$ cat config.mk
export PLATFORM = sky130hd
export DESIGN_NAME = typed_value_stream_decoder_core
export DESIGN_NICKNAME = d
export VERILOG_FILES = /design/src/hw/rtl/tvsd_pkg.sv /design/src/hw/rtl/typed_value_stream_decoder_core.sv /design/src/hw/rtl/tvsd_step.sv
export SDC_FILE = /design/constraint.sdc
export NUM_CORES = 1
export LEC_CHECK = 0
export BUFFER_PORTS_ARGS = -buffer_cell sky130_fd_sc_hd__buf_4
export CORE_MARGIN = 10
export CORE_UTILIZATION = 40
export CTS_BUF_LIST = sky130_fd_sc_hd__clkbuf_4 sky130_fd_sc_hd__clkbuf_8
export CTS_CLUSTER_DIAMETER = 80
export DETAILED_ROUTE_END_ITERATION = 10
export SLEW_MARGIN = 10
export SYNTH_ARGS = -nofsm -noshare
export SYNTH_HDL_FRONTEND = slang
export SYNTH_SLANG_ARGS = --single-unit
$ cat constraint.sdc
create_clock -name clk -period 13.82 [get_ports clk]
set_input_delay 0.691 -clock clk [delete_from_list [all_inputs] [get_ports clk]]
set_output_delay 0.691 -clock clk [all_outputs]
set_load 0.01 [all_outputs]
$ cat src/hw/rtl/tvsd_pkg.sv
// Shared types, codes and constants of the typed value stream decoder.
// No dependencies; used by tvsd_step, the top level and the checker.
package tvsd_pkg;

  localparam int LENGTH_BITS_DEF = 32;

  localparam logic [15:0] REV_3_0 = 16'h0300;

  // Type code bytes on the wire
  localparam logic [7:0] TC_BOOL      = 8'h00;
  localparam logic [7:0] TC_DOUBLE    = 8'h01;
  localparam logic [7:0] TC_STRING    = 8'h02;
  localparam logic [7:0] TC_RAW       = 8'h03;
  localparam logic [7:0] TC_BOOL_ARR  = 8'h10;
  localparam logic [7:0] TC_DBL_ARR   = 8'h11;
  localparam logic [7:0] TC_STR_ARR   = 8'h12;
  localparam logic [7:0] TC_RPC       = 8'h20;

  // Decoded value types
  localparam logic [2:0] VT_BOOL      = 3'd0;
  localparam logic [2:0] VT_DOUBLE    = 3'd1;
  localparam logic [2:0] VT_STRING    = 3'd2;
  localparam logic [2:0] VT_RAW       = 3'd3;
  localparam logic [2:0] VT_BOOL_ARR  = 3'd4;
  localparam logic [2:0] VT_DBL_ARR   = 3'd5;
  localparam logic [2:0] VT_STR_ARR   = 3'd6;
  localparam logic [2:0] VT_RPC       = 3'd7;

  // Result kinds
  localparam logic [2:0] KIND_ELEM     = 3'd0;
  localparam logic [2:0] KIND_STR_BYTE = 3'd1;
  localparam logic [2:0] KIND_EMPTY    = 3'd2;
  localparam logic [2:0] KIND_COUNT    = 3'd3;
  localparam logic [2:0] KIND_ERROR    = 3'd4;

  // Error codes
  localparam logic [1:0] ERR_NONE     = 2'd0;
  localparam logic [1:0] ERR_UNKNOWN  = 2'd1;
  localparam logic [1:0] ERR_TOO_EARLY = 2'd2;
  localparam logic [1:0] ERR_OVERLONG = 2'd3;

  typedef enum logic [6:0] {
    PH_IDLE   = 7'b0000001,
    PH_BOOL   = 7'b0000010,
    PH_DOUBLE = 7'b0000100,
    PH_LEN16  = 7'b0001000,
    PH_LEB    = 7'b0010000,
    PH_BYTES  = 7'b0100000,
    PH_COUNT  = 7'b1000000
  } phase_t;

  // Parser state except the string length, whose width is a parameter
  typedef struct packed {
    phase_t      phase;
    logic [2:0]  cur_type;
    logic [3:0]  byte_cnt;
    logic [63:0] dbl;
    logic [5:0]  leb_shift;
    logic [7:0]  elem_rem;
    logic [7:0]  elem_pos;
  } ctx_t;

  typedef struct packed {
    logic [2:0]  value_type;
    logic [2:0]  item_kind;
    logic [63:0] item_data;
    logic [7:0]  element_index;
    logic        end_of_string;
    logic        last;
    logic [1:0]  error_code;
  } res_t;

endpackage

$ cat src/hw/rtl/typed_value_stream_decoder_core.sv
// Typed value stream decoder: type byte plus payload in, decoded results out.
// Depends on tvsd_pkg and tvsd_step.
//
//  channel | direction | tdata / data             | tuser / flags
//  in_     | slave     | data_byte                | begin_value
//  out_    | master    | item_data, element_index,| value_type, item_kind,
//          |           | end_of_string            | error_code; tlast = last
//  cfg_    | slave     | protocol_revision        | -
//
// One byte per clock sustained while out_tready keeps up: an input register feeds the parse
// logic, whose result lands in the output register, from which out_ is driven.
// A byte that yields no result still takes one pass through the parse stage.
// rst_n (synchronous) clears the parser to idle and the revision to 0x0300.
// While a result waits on out_tready the parse stage holds, so the input
// register fills; in_tready drops only when both are full and out_tready is low.
module typed_value_stream_decoder_core import tvsd_pkg::*; #(
  parameter int LENGTH_BITS = LENGTH_BITS_DEF
) (
  input  logic        clk,
  input  logic        rst_n,
  input  logic        in_tvalid,
  output logic        in_tready,
  input  logic [7:0]  in_tdata,   // [7:0] data_byte
  input  logic        in_tuser,   // [0] begin_value
  output logic        out_tvalid,
  input  logic        out_tready,
  output logic [79:0] out_tdata,  // [63:0] item_data, [71:64] element_index,
                                  // [72] end_of_string, [79:73] zero
  output logic [7:0]  out_tuser,  // [2:0] value_type, [5:3] item_kind, [7:6] error_code
  output logic        out_tlast,  // last
  input  logic        cfg_valid,
  output logic        cfg_ready,
  input  logic [15:0] cfg_data    // protocol_revision
);

  logic                   stg_vld_r;
  logic [7:0]             stg_byte_r;
  logic                   stg_begin_r;
  logic                   adv;
  logic [15:0]            rev_r;
  ctx_t                   ctx_r;
  ctx_t                   ctx_nxt;
  logic [LENGTH_BITS-1:0] len_r;
  logic [LENGTH_BITS-1:0] len_nxt;
  logic                   res_vld;
  res_t                   res;
  logic                   out_vld_r;
  res_t                   out_res_r;

  assign adv       = stg_vld_r && (!out_vld_r || out_tready);
  assign in_tready = !stg_vld_r || adv;
  assign cfg_ready = 1'b1;

  always_ff @(posedge clk) begin
    if (!rst_n) begin
      rev_r <= REV_3_0;
    end else if (cfg_valid) begin
      rev_r <= cfg_data;
    end
  end

  // input register
  always_ff @(posedge clk) begin
    if (!rst_n) begin
      stg_vld_r <= 1'b0;
    end else if (in_tready) begin
      stg_vld_r <= in_tvalid;
    end
  end

  always_ff @(posedge clk) begin
    if (in_tvalid && in_tready) begin
      stg_byte_r  <= in_tdata;
      stg_begin_r <= in_tuser;
    end
  end

  tvsd_step #(
    .LENGTH_BITS (LENGTH_BITS)
  ) u_step (
    .ctx         (ctx_r),
    .len         (len_r),
    .rev         (rev_r),
    .data_byte   (stg_byte_r),
    .begin_value (stg_begin_r),
    .ctx_nxt     (ctx_nxt),
    .len_nxt     (len_nxt),
    .res_vld     (res_vld),
    .res         (res)
  );

  always_ff @(posedge clk) begin
    if (!rst_n) begin
      ctx_r <= '{phase: PH_IDLE, default: '0};
      len_r <= '0;
    end else if (adv) begin
      ctx_r <= ctx_nxt;
      len_r <= len_nxt;
    end
  end

  // result register
  always_ff @(posedge clk) begin
    if (!rst_n) begin
      out_vld_r <= 1'b0;
    end else if (adv && res_vld) begin
      out_vld_r <= 1'b1;
    end else if (out_tready) begin
      out_vld_r <= 1'b0;
    end
  end

  always_ff @(posedge clk) begin
    if (adv && res_vld) begin
      out_res_r <= res;
    end
  end

  assign out_tvalid = out_vld_r;
  assign out_tdata  = {7'd0, out_res_r.end_of_string, out_res_r.element_index,
                       out_res_r.item_data};
  assign out_tuser  = {out_res_r.error_code, out_res_r.item_kind, out_res_r.value_type};
  assign out_tlast  = out_res_r.last;

endmodule

$ cat src/hw/rtl/tvsd_step.sv
// Next-state and result logic of the decoder for one registered byte.
// Depends on tvsd_pkg.
module tvsd_step import tvsd_pkg::*; #(
  parameter int LENGTH_BITS = LENGTH_BITS_DEF
) (
  input  ctx_t                   ctx,
  input  logic [LENGTH_BITS-1:0] len,
  input  logic [15:0]            rev,
  input  logic [7:0]             data_byte,
  input  logic                   begin_value,
  output ctx_t                   ctx_nxt,
  output logic [LENGTH_BITS-1:0] len_nxt,
  output logic                   res_vld,
  output res_t                   res
);

  localparam logic [5:0] LB6 = 6'(LENGTH_BITS);

  logic                   fin;
  logic [2:0]             fin_kind;
  logic [63:0]            fin_data;
  logic                   fin_eos;
  logic                   fin_last;
  logic [7:0]             rem_dec;
  logic                   start_el;
  logic                   do_err;
  logic [1:0]             err_code;
  logic                   is_arr;
  logic                   nxt_arr;
  logic [63:0]            dbl_new;
  logic [3:0]             cnt_new;
  logic [LENGTH_BITS-1:0] len_new;
  logic [6:0]             payload;
  logic [LENGTH_BITS+6:0] leb_wide;
  logic                   leb_ovf;
  logic [6:0]             leb_sum;

  assign is_arr   = (ctx.cur_type == VT_BOOL_ARR) || (ctx.cur_type == VT_DBL_ARR) ||
                    (ctx.cur_type == VT_STR_ARR);
  assign dbl_new  = {ctx.dbl[55:0], data_byte};
  assign cnt_new  = ctx.byte_cnt + 4'd1;
  assign payload  = data_byte[6:0];
  assign leb_wide = {{LENGTH_BITS{1'b0}}, payload} << ctx.leb_shift;
  assign leb_ovf  = (payload != 7'd0) &&
                    ((ctx.leb_shift >= LB6) || (|leb_wide[LENGTH_BITS+6:LENGTH_BITS]));
  assign leb_sum  = {1'b0, ctx.leb_shift} + 7'd7;
  assign rem_dec  = ctx.elem_rem - 8'd1;

  always_comb begin
    ctx_nxt  = ctx;
    len_nxt  = len;
    res_vld  = 1'b0;
    res      = '0;
    fin      = 1'b0;
    fin_kind = KIND_ELEM;
    fin_data = '0;
    fin_eos  = 1'b0;
    fin_last = 1'b1;
    start_el = 1'b0;
    do_err   = 1'b0;
    err_code = ERR_NONE;
    len_new  = len;
    nxt_arr  = 1'b0;

    if (begin_value) begin
      ctx_nxt.elem_rem = '0;
      ctx_nxt.elem_pos = '0;
      case (data_byte)
        TC_BOOL:     ctx_nxt.cur_type = VT_BOOL;
        TC_DOUBLE:   ctx_nxt.cur_type = VT_DOUBLE;
        TC_STRING:   ctx_nxt.cur_type = VT_STRING;
        TC_RAW:      ctx_nxt.cur_type = VT_RAW;
        TC_BOOL_ARR: ctx_nxt.cur_type = VT_BOOL_ARR;
        TC_DBL_ARR:  ctx_nxt.cur_type = VT_DBL_ARR;
        TC_STR_ARR:  ctx_nxt.cur_type = VT_STR_ARR;
        TC_RPC:      ctx_nxt.cur_type = VT_RPC;
        default: begin
          ctx_nxt.cur_type = VT_BOOL;
          do_err           = 1'b1;
          err_code         = ERR_UNKNOWN;
        end
      endcase
      if (!do_err) begin
        if (((ctx_nxt.cur_type == VT_RAW) || (ctx_nxt.cur_type == VT_RPC)) &&
            (rev < REV_3_0)) begin
          do_err   = 1'b1;
          err_code = ERR_TOO_EARLY;
        end else if ((ctx_nxt.cur_type == VT_BOOL_ARR) ||
                     (ctx_nxt.cur_type == VT_DBL_ARR) ||
                     (ctx_nxt.cur_type == VT_STR_ARR)) begin
          ctx_nxt.phase = PH_COUNT;
        end else begin
          start_el = 1'b1;
        end
      end
    end else begin
      case (ctx.phase)
        PH_IDLE: begin
          // stray payload byte outside a value: drop
        end
        PH_BOOL: begin
          fin      = 1'b1;
          fin_data = {63'd0, |data_byte};
        end
        PH_DOUBLE: begin
          ctx_nxt.dbl      = dbl_new;
          ctx_nxt.byte_cnt = cnt_new;
          if (cnt_new >= 4'd8) begin
            fin      = 1'b1;
            fin_data = dbl_new;
          end
        end
        PH_LEN16: begin
          len_new          = {{(LENGTH_BITS-16){1'b0}}, len[7:0], data_byte};
          len_nxt          = len_new;
          ctx_nxt.byte_cnt = cnt_new;
          if (cnt_new >= 4'd2) begin
            if (len_new == '0) begin
              fin      = 1'b1;
              fin_kind = KIND_EMPTY;
              fin_eos  = 1'b1;
            end else begin
              ctx_nxt.phase = PH_BYTES;
            end
          end
        end
        PH_LEB: begin
          if (leb_ovf) begin
            do_err   = 1'b1;
            err_code = ERR_OVERLONG;
          end else begin
            len_new = len | leb_wide[LENGTH_BITS-1:0];
            len_nxt = len_new;
            if (data_byte[7]) begin
              // saturate the shift so it never wraps back into range
              ctx_nxt.leb_shift = (leb_sum > 7'd63) ? 6'd63 : leb_sum[5:0];
            end else if (len_new == '0) begin
              fin      = 1'b1;
              fin_kind = KIND_EMPTY;
              fin_eos  = 1'b1;
            end else begin
              ctx_nxt.phase = PH_BYTES;
            end
          end
        end
        PH_BYTES: begin
          len_new = len - LENGTH_BITS'(1);
          len_nxt = len_new;
          if (len_new == '0) begin
            fin      = 1'b1;
            fin_kind = KIND_STR_BYTE;
            fin_data = {56'd0, data_byte};
            fin_eos  = 1'b1;
          end else begin
            res_vld           = 1'b1;
            res.item_kind     = KIND_STR_BYTE;
            res.item_data     = {56'd0, data_byte};
            res.element_index = (ctx.cur_type == VT_STR_ARR) ? ctx.elem_pos : 8'd0;
          end
        end
        PH_COUNT: begin
          ctx_nxt.elem_rem = data_byte;
          ctx_nxt.elem_pos = '0;
          res_vld          = 1'b1;
          res.item_kind    = KIND_COUNT;
          res.item_data    = {56'd0, data_byte};
          if (data_byte == 8'd0) begin
            ctx_nxt.phase = PH_IDLE;
            res.last      = 1'b1;
          end else begin
            start_el = 1'b1;
          end
        end
        default: begin
          ctx_nxt.phase = PH_IDLE;
        end
      endcase
    end

    // close one element; arrays advance their position and count down
    if (fin) begin
      res_vld           = 1'b1;
      res.item_kind     = fin_kind;
      res.item_data     = fin_data;
      res.end_of_string = fin_eos;
      if (is_arr) begin
        res.element_index = ctx.elem_pos;
        ctx_nxt.elem_rem  = rem_dec;
        ctx_nxt.elem_pos  = ctx.elem_pos + 8'd1;
        fin_last          = (rem_dec == 8'd0);
      end
      res.last = fin_last;
      if (fin_last) begin
        ctx_nxt.phase = PH_IDLE;
      end else begin
        start_el = 1'b1;
      end
    end

    if (start_el) begin
      ctx_nxt.byte_cnt = '0;
      ctx_nxt.dbl      = '0;
      case (ctx_nxt.cur_type)
        VT_BOOL, VT_BOOL_ARR:  ctx_nxt.phase = PH_BOOL;
        VT_DOUBLE, VT_DBL_ARR: ctx_nxt.phase = PH_DOUBLE;
        default: begin
          ctx_nxt.phase     = (rev < REV_3_0) ? PH_LEN16 : PH_LEB;
          ctx_nxt.leb_shift = '0;
          len_nxt           = '0;
        end
      endcase
    end

    if (do_err) begin
      nxt_arr = (ctx_nxt.cur_type == VT_BOOL_ARR) || (ctx_nxt.cur_type == VT_DBL_ARR) ||
                (ctx_nxt.cur_type == VT_STR_ARR);
      ctx_nxt.phase     = PH_IDLE;
      res_vld           = 1'b1;
      res               = '0;
      res.item_kind     = KIND_ERROR;
      res.element_index = nxt_arr ? ctx_nxt.elem_pos : 8'd0;
      res.last          = 1'b1;
      res.error_code    = err_code;
    end

    res.value_type = ctx_nxt.cur_type;
  end

endmodule

==> reports/metrics.yaml, run 1 <==
r2r_start: "stg_byte_r[0]$_DFFE_PP_"
switching_share_pct: 23.8
top_layer: "met4"
dr.pass1.iters: 6
met3_wirelength_mm: 2.82
clkPwrFrac_pct: 43.3
ir_drop_mv: 0.0619
path_max_fanout: 73
final_min_period_over_clock_period_pct: 37.2
intPower_mw: 1.06
die_w_um: 191
post_cts_resized: 0
wl_met2_mm: 15.6
p_leak_nw: 4.92
multiInputGateArea_um2: 5710
p_sw_mw: 0.331
grt_max_degree: 74
hold_start: "in_tdata[5]"
rsz0062_at_grt: "no"
drt_iter0_drc: 1039
synth-edff-count: 91
maxSlewViolCount: 0
synth_seq_area_share_pct: 46.4
required_ns: 13.99
ctsHoldBuffers: 0
initial_utilization_pct: 40.6
clock_sinks: 225
setup-tns-final_ns: 0
io_pins: 122
avgSynthCellArea_um2: 9.36
overflow: 0
num_vias: 9986
grt_pass1_vias: 9471
place_ws_ns: 8.79
relSlewSlack_pct: 22.4
drt-met1-wl_mm: 15.1
drc: 0
grt_util_all_layers_pct: 18.4
ant_nets: 0
insertion_delay_ns: 0.56
setup_ws_ns: 8.68
finalInstanceArea_um2: 13400
post_cts_buffers: 0
power.total_mw: 1.39
nNetsFinal: 1350
pwr-share-seq_pct: 51.4
finalCriticalPeriod_ns: 5.14
clockBufferDepth: 3
crit_type: "reg -> reg"
hold_viol: 0
postLayoutCoreUtil_pct: 46.5
crit_arrival_ns: 5.31
viasPerCell: 5.80
max_freq_ghz: 0.195
core_um2: 28800
drv_cap: 0
wire_per_inst_um: 20.0
n_antenna_cell: 0
hold_class: "in -> reg"
yosysWarnings: 0
async_flop_share_pct: 0
die_area_um2: 36400
antenna_found_initial: 0
dpl.hpwl_mm: 23.3
grt_pass1_wl_mm: 54.5
drive_above_1_share_pct: 17.3
crit_start: "stg_byte_r[0]$_DFFE_PP_"
drt_wl_total_mm: 34.5
syn_inst: 1247
finalSetupViolCount: 0
htreeDepth: 2
synth.distinct_cells: 86
netlist_area_um2: 11700
status: "completed"
portBuffers: 105
ys_ff_latch: 225
fillCellCount: 2808
tightest_slew_ns: 1.16
startpoint_type: "register"
fp-row-count: 62
synth_top_flop_cell: "dfxtp_1"
p_per_area_nw_per_um2: 104
gp_routability_congestion: 0.943
combinationalPowerShare_pct: 5.3
root_buffer: "clkbuf_8"
final-seq-area_um2: 5420
place_area_um2: 12600
end_kind: "register"
clock_skew_ns: 0.0246
cts_buffers: 38
die_h_um: 191
path_clk_slew_ns: 0.06
cts_tree: "done"
area_growth_pct: 14.7
[kinds of logic after synthesis]
logic type               after synthesis  share of synthesized area [%]
AND/OR/NAND/NOR                      463                           21.2
AO/OA/AOI/OAI                        361                           21.2
flip-flops                           225                           46.4
buffers and inverters                127                           5.06
multiplexers                          35                           3.27
XOR/XNOR                              25                           1.88
adder cells (fa/ha/maj)                9                          0.965
other                                  2                         0.0643
[power groups by stage]
stage	sequential [mW]	combinational (mW)	clock [mW]
floorplan	0.725	0.0432	0
global placement	0.729	0.0728	0
detailed placement	0.729	0.0731	0
CTS	0.715	0.0733	0.620
global route	0.716	0.0799	0.653
finish	0.715	0.0731	0.602
[final timing paths]
path	endpoint	slack, ns	cells after the start
worst max-delay path	out_tdata[16]$_SDFFCE_PP0P_	8.68	11
worst min-delay path	stg_byte_r[5]$_DFFE_PP_	0.32	1
worst max register to register	out_tdata[16]$_SDFFCE_PP0P_	8.68	11
worst min register to register	ctx_r[76]$_SDFFE_PN0P_	0.47	1
[critical path: stages (launching register included)]
cell and delay, ns:
edfxtp_1 0.77, mux2_1 0.46, mux4_2 0.60, a2111oi_0 0.46
o211ai_1 0.17, a211oi_2 0.34, a31o_2 0.29, o21ai_2 0.18
nand2b_1 0.27, nor2_1 0.11, nor2_4 0.26, buf_4 0.73
[stage by stage]
stage	cells	hold WS [ns]
3_3_place_gp	1655	0.454
2_1_floorplan	1253	0.440
5_1_grt	1723	0.304
3_5_place_dp	1655	0.462
4_1_cts	1723	0.299
6_report	1723	0.320
[cells in the final DEF, fill, tap and decap left out, drive strengths merged, types with 28 or more instances in the layout]
cell    instances
nor3           29
dfxtp         134
edfxtp         91
nand2         107
buf           123
o22ai          28
nor2           92
a22o           63
clkbuf         58
a21oi          80
o21ai          69
and2           70
[registers in the layout, indices dropped and copies added (netlist names)]
register and count:
stg_byte_r 8, stg_begin_r 1, len_r 32, rev_r 8, out_tuser 8, out_tvalid 1
out_tlast 1, ctx_r 92, out_tdata 73, stg_vld_r 1
[cell type report]
class | instances | share of cell area, %
sequential | 225 | 40.4
clock inverter | 10 | 0.495
clock buffer | 58 | 5.31
multi-input combinational | 901 | 42.7
timing repair buffer | 123 | 6.89
inverter | 22 | 0.617
tap | 384 | 3.59
[routing by layer]
metal	global-route usage [%]	vias to the layer above
li1	-	4761
met1	24.7	4755
met2	28.9	393
met3	3.73	77
met4	6.57	0
met5	0	-
[cell usage after synthesis, drive strengths merged (5+ instances only)]
| master | instances | area [um^2] |
|---|---|---|
| a21oi | 80 | 400 |
| nand4b | 7 | 61.3 |
| ha | 9 | 113 |
| o221ai | 5 | 43.8 |
| or3 | 17 | 106 |
| nand2b | 12 | 75.1 |
| o31ai | 11 | 82.6 |
| xnor2 | 16 | 140 |
| nand2 | 107 | 402 |
| mux2i | 19 | 190 |
| o21ai | 69 | 353 |
| nor4 | 21 | 165 |
| a21boi | 5 | 37.5 |
| clkbuf | 68 | 255 |
| nand3b | 9 | 67.6 |
| mux2 | 15 | 169 |
| dfxtp | 134 | 2680 |
| nand3 | 27 | 135 |
| or4 | 9 | 71.3 |
| nor2 | 92 | 348 |
| or2 | 8 | 50.1 |
| a22o | 63 | 552 |
| a31oi | 21 | 131 |
| and2 | 70 | 438 |
| o211ai | 5 | 37.5 |
| a22oi | 11 | 82.6 |
| nor2b | 13 | 81.3 |
| inv | 22 | 82.6 |
| nor3 | 29 | 150 |
| xor2 | 9 | 78.8 |
| o22ai | 28 | 175 |
| nand4 | 17 | 106 |
| buf | 37 | 253 |
| nor3b | 6 | 55.1 |
| edfxtp | 91 | 2730 |
| a21o | 11 | 82.6 |
No activity file was read; power rests on OpenSTA's default activity.
==> run 2: changes to the inputs <==
- ABC_AREA: unset -> 1
- clock period: 13.82 -> 5.12 ns (I/O delays scaled with it)
==> run 2 against run 1 <==
Against the previous run: die area rose by 14%; sequential share of layout area shrank 5.9 points; flip-flop and latch count stayed put; clock skew rose by 0.0025 ns; register-to-register slack got worse by 7.9 ns; synthesized cell count grew 60%; critical endpoint is now ctx_r[25]$_SDFFE_PN0P_; largest cell class unchanged.
==> reports/metrics.yaml, run 2 <==
status: "completed"  # unchanged
dpl.hpwl_mm: 29.0  # was 23.3 mm
overflow: 0  # unchanged
drv_cap: 0  # unchanged
final_cell_mix: "468 x nand2_1, 269 x nor2_1, 182 x nand3_1"  # was 134 x dfxtp_1, 123 x buf_4, 107 x nand2_1
hold_class: "in -> reg"  # unchanged
place_area_um2: 14600  # was 12,600 um^2
core_um2: 33400  # was 28,800 um^2
die_h_um: 204  # was 191 um
insertion_delay_ns: 0.58  # was 0.56 ns
die_w_um: 204  # was 191 um
gp_routability_congestion: 0.954  # was 0.943
synth_top_flop_cell: "dfxtp_1"  # unchanged
ys_ff_latch: 225  # unchanged
slowest_stage: "dfxtp_1"  # was edfxtp_1
startpoint_type: "register"  # unchanged
post_cts_resized: 0  # unchanged
power.total_mw: 4.45  # was 1.39 mW
num_vias: 13700  # was 9,986
clock_skew_ns: 0.0271  # was 0.0246 ns
initial_utilization_pct: 40.5  # was 40.6%
whs_ns: 0.0281  # was 0.320 ns
grt_pass1_vias: 13000  # was 9,471
largest_reg_flops: 92  # unchanged
path_common_cell: "nand2_1"
ys_top_cells_by_count: "470 x nand2_1, 269 x nor2_1, 182 x nand3_1"  # was 134 x dfxtp_1, 107 x nand2_1, 91 x edfxtp_1, 91 x nor2_1, 80 x a21oi_1
antenna_found_initial: 0  # unchanged
maxSlewViolCount: 0  # unchanged
final_min_period_over_clock_period_pct: 84.4  # was 37.2%
required_ns: 5.61  # was 13.99 ns
syn_inst: 1989  # was 1,247
synth_top_area_share_pct: 20.2  # was 23.4%
timing.critical_path.buf_inv: 2  # was 1
synth-edff-count: 91  # unchanged
ant_nets: 0  # unchanged
path_max_fanout: 51  # was 73
drt_iter0_drc: 1095  # was 1,039
relSlewSlack_pct: 25.7  # was 22.4%
root_buffer: "clkbuf_8"  # unchanged
htreeDepth: 2  # unchanged
die_area_um2: 41600  # was 36,400 um^2
yosys.area.top_type: "edfxtp_1"  # unchanged
yosysWarnings: 0  # unchanged
viasPerCell: 5.39  # was 5.80
synth_area_leaders: "edfxtp_1 20%, dfxtp_1 20%, nand2_1 13%"  # was edfxtp_1 23%, dfxtp_1 23%, a22o_1 4.7%
p_per_area_nw_per_um2: 284  # was 104 nW/um^2
yosys.cell_count.top_type: "nand2_1"  # was dfxtp_1
setup-tns-final_ns: 0  # unchanged
finalInstanceArea_um2: 15700  # was 13,400 um^2
crit_type: "reg -> reg"  # unchanged
finalCriticalPeriod_ns: 4.32  # was 5.14 ns
drive_above_1_share_pct: 11.5  # was 17.3%
async_flop_share_pct: 0  # unchanged
crit_family: "simple AND/OR/NAND/NOR gates"  # was compound AO/OA/AOI/OAI gates
finalSetupViolCount: 0  # unchanged
crit_arrival_ns: 4.81  # was 5.31 ns
grt_max_degree: 113  # was 74
avgSynthCellArea_um2: 6.81  # was 9.36 um^2
p_leak_nw: 6.77  # was 4.92 nW
portBuffers: 105  # unchanged
dr.pass1.iters: 5  # was 6
end_kind: "register"  # unchanged
io_pins: 122  # unchanged
fp-row-count: 67  # was 62
grt.met1_usage_pct: 26.3  # was 24.7%
cts_buffers: 42  # was 38
tightest_slew_ns: 1.11  # was 1.16 ns
nNetsFinal: 2099  # was 1,350
synth_seq_area_share_pct: 40.0  # was 46.4%
drt_wl_total_mm: 44.0  # was 34.5 mm
slowest_delay_ns: 0.86  # was 0.77 ns
ir_drop_mv: 0.122  # was 0.0619 mV
gr-usage-met2_pct: 34.0  # was 28.9%
drc: 0  # unchanged
synth.distinct_cells: 51  # was 86
grt_pass1_wl_mm: 70.0  # was 54.5 mm
cts_tree: "done"  # unchanged
largest_register: "ctx_r"  # unchanged
wire_per_inst_um: 17.3  # was 20.0 um
cp_cell_sequence: "inv_1 > nand3_1 > nor2_1 > nand2_1 > nand3_1 > nor2_1 > nand2_1 > nor2_1 > nand3_1 > nand2_1 > nor2_1 > nand2_2 > nand3_4 > buf_4 > o211ai_4 > nand2_1 > nand2_1 > nand2_1 > nor2_1"  # was mux2_1 > mux4_2 > a2111oi_0 > o211ai_1 > a211oi_2 > a31o_2 > o21ai_2 > nand2b_1 > nor2_1 > nor2_4 > buf_4
netlist_area_um2: 13500  # was 11,700 um^2
path_clk_slew_ns: 0.06  # about the same
gr-max-usage-layer: "met2"  # unchanged
hold_viol: 0  # unchanged
max_freq_ghz: 0.231  # was 0.195 GHz
final_common_cell: "nand2_1"  # was dfxtp_1
clock_sinks: 225  # unchanged
area_growth_pct: 15.7  # was 14.7%
rsz0062_at_grt: "no"  # unchanged
met3_usage_pct: 3.82  # was 3.73%
clockBufferDepth: 3  # unchanged
grt_util_all_layers_pct: 20.5  # was 18.4%
n_antenna_cell: 0  # unchanged
==> run 2: cell types whose count changed after synthesis, sizes merged, moves of 46 or more <==
cell   change
a21oi     +78
a22o      -62
and2      -67
inv      +167
nand2    +370
nand3    +156
nand4     +63
nor2     +187
o21ai     +46
==> run 2: final cells by class <==
type                       count  area [um^2]
tap                          448          561
clock buffer                  65          769
sequential                   225         5420
timing repair buffer         152         1230
inverter                     192          724
clock inverter                12         96.3
fill                        3451        17800
multi-input combinational   1447         6880
==> run 2: worst reg2reg max path: stages, from the launching register on <==
cell and delay [ns]:
dfxtp_1 0.86, inv_1 0.59, nand3_1 0.26, nor2_1 0.08, nand2_1 0.09, nand3_1 0.08, nor2_1 0.11, nand2_1 0.06
nor2_1 0.23, nand3_1 0.19, nand2_1 0.17, nor2_1 0.07, nand2_2 0.09, nand3_4 0.07, buf_4 0.33, o211ai_4 0.17
nand2_1 0.42, nand2_1 0.18, nand2_1 0.06, nor2_1 0.12
==> run 2: final timing paths <==
| path | slack, ns | from | to | depth (start not counted) |
|---|---|---|---|---|
| hold / removal | 0.03 | cfg_valid | rev_r[15]$_SDFFE_PN0P_ | 3 |
| setup / recovery | 0.80 | ctx_r[19]$_SDFFE_PN0P_ | ctx_r[25]$_SDFFE_PN0P_ | 19 |
| hold reg to reg | 0.46 | rev_r[9]$_SDFFE_PN1P_ | rev_r[9]$_SDFFE_PN1P_ | 2 |
| setup reg to reg | 0.80 | ctx_r[19]$_SDFFE_PN0P_ | ctx_r[25]$_SDFFE_PN0P_ | 19 |
==> run 2: what timing repair did <==
action | CTS | global route
hold endpoints to repair | 19 | 0
buffers inserted | 0 | 0
hold buffers | 25 | 0
==> run 2: cells by family after synthesis <==
kind of cell	share of synthesized area [%]
AOI/OAI and AO/OA	13.0
xor gates and xnor gates	2.19
adders and majority gates	0.832
buffers and inverters	9.67
DFF	40.0
other	0.0555
and+or+nand+nor	34.2
==> run 2: through the flow <==
stage                     util [%]  std cells  setup WS (ns)
final                         46.8       2541          0.797
after global routing          46.8       2541          0.433
after CTS                     46.8       2541          0.895
after detailed placement      43.5       2439          0.900
after global placement        43.5       2439          0.965
after floorplan                  -       1995          0.966
==> run 2: where the power goes <==
| part | leakage [nW] | switching, mW | internal [mW] |
|---|---|---|---|
| combinational | 4.30 | 0.457 | 0.207 |
| clock | 0.463 | 0.789 | 1.01 |
| sequential | 2.00 | 0.0681 | 1.91 |
==> run 2: layer usage <==
layer | wire length [um] | vias up
li1 | - | 6740
met1 | 18900 | 6362
met2 | 20500 | 500
met3 | 3270 | 86
met4 | 1330 | 0
met5 | 0 | -
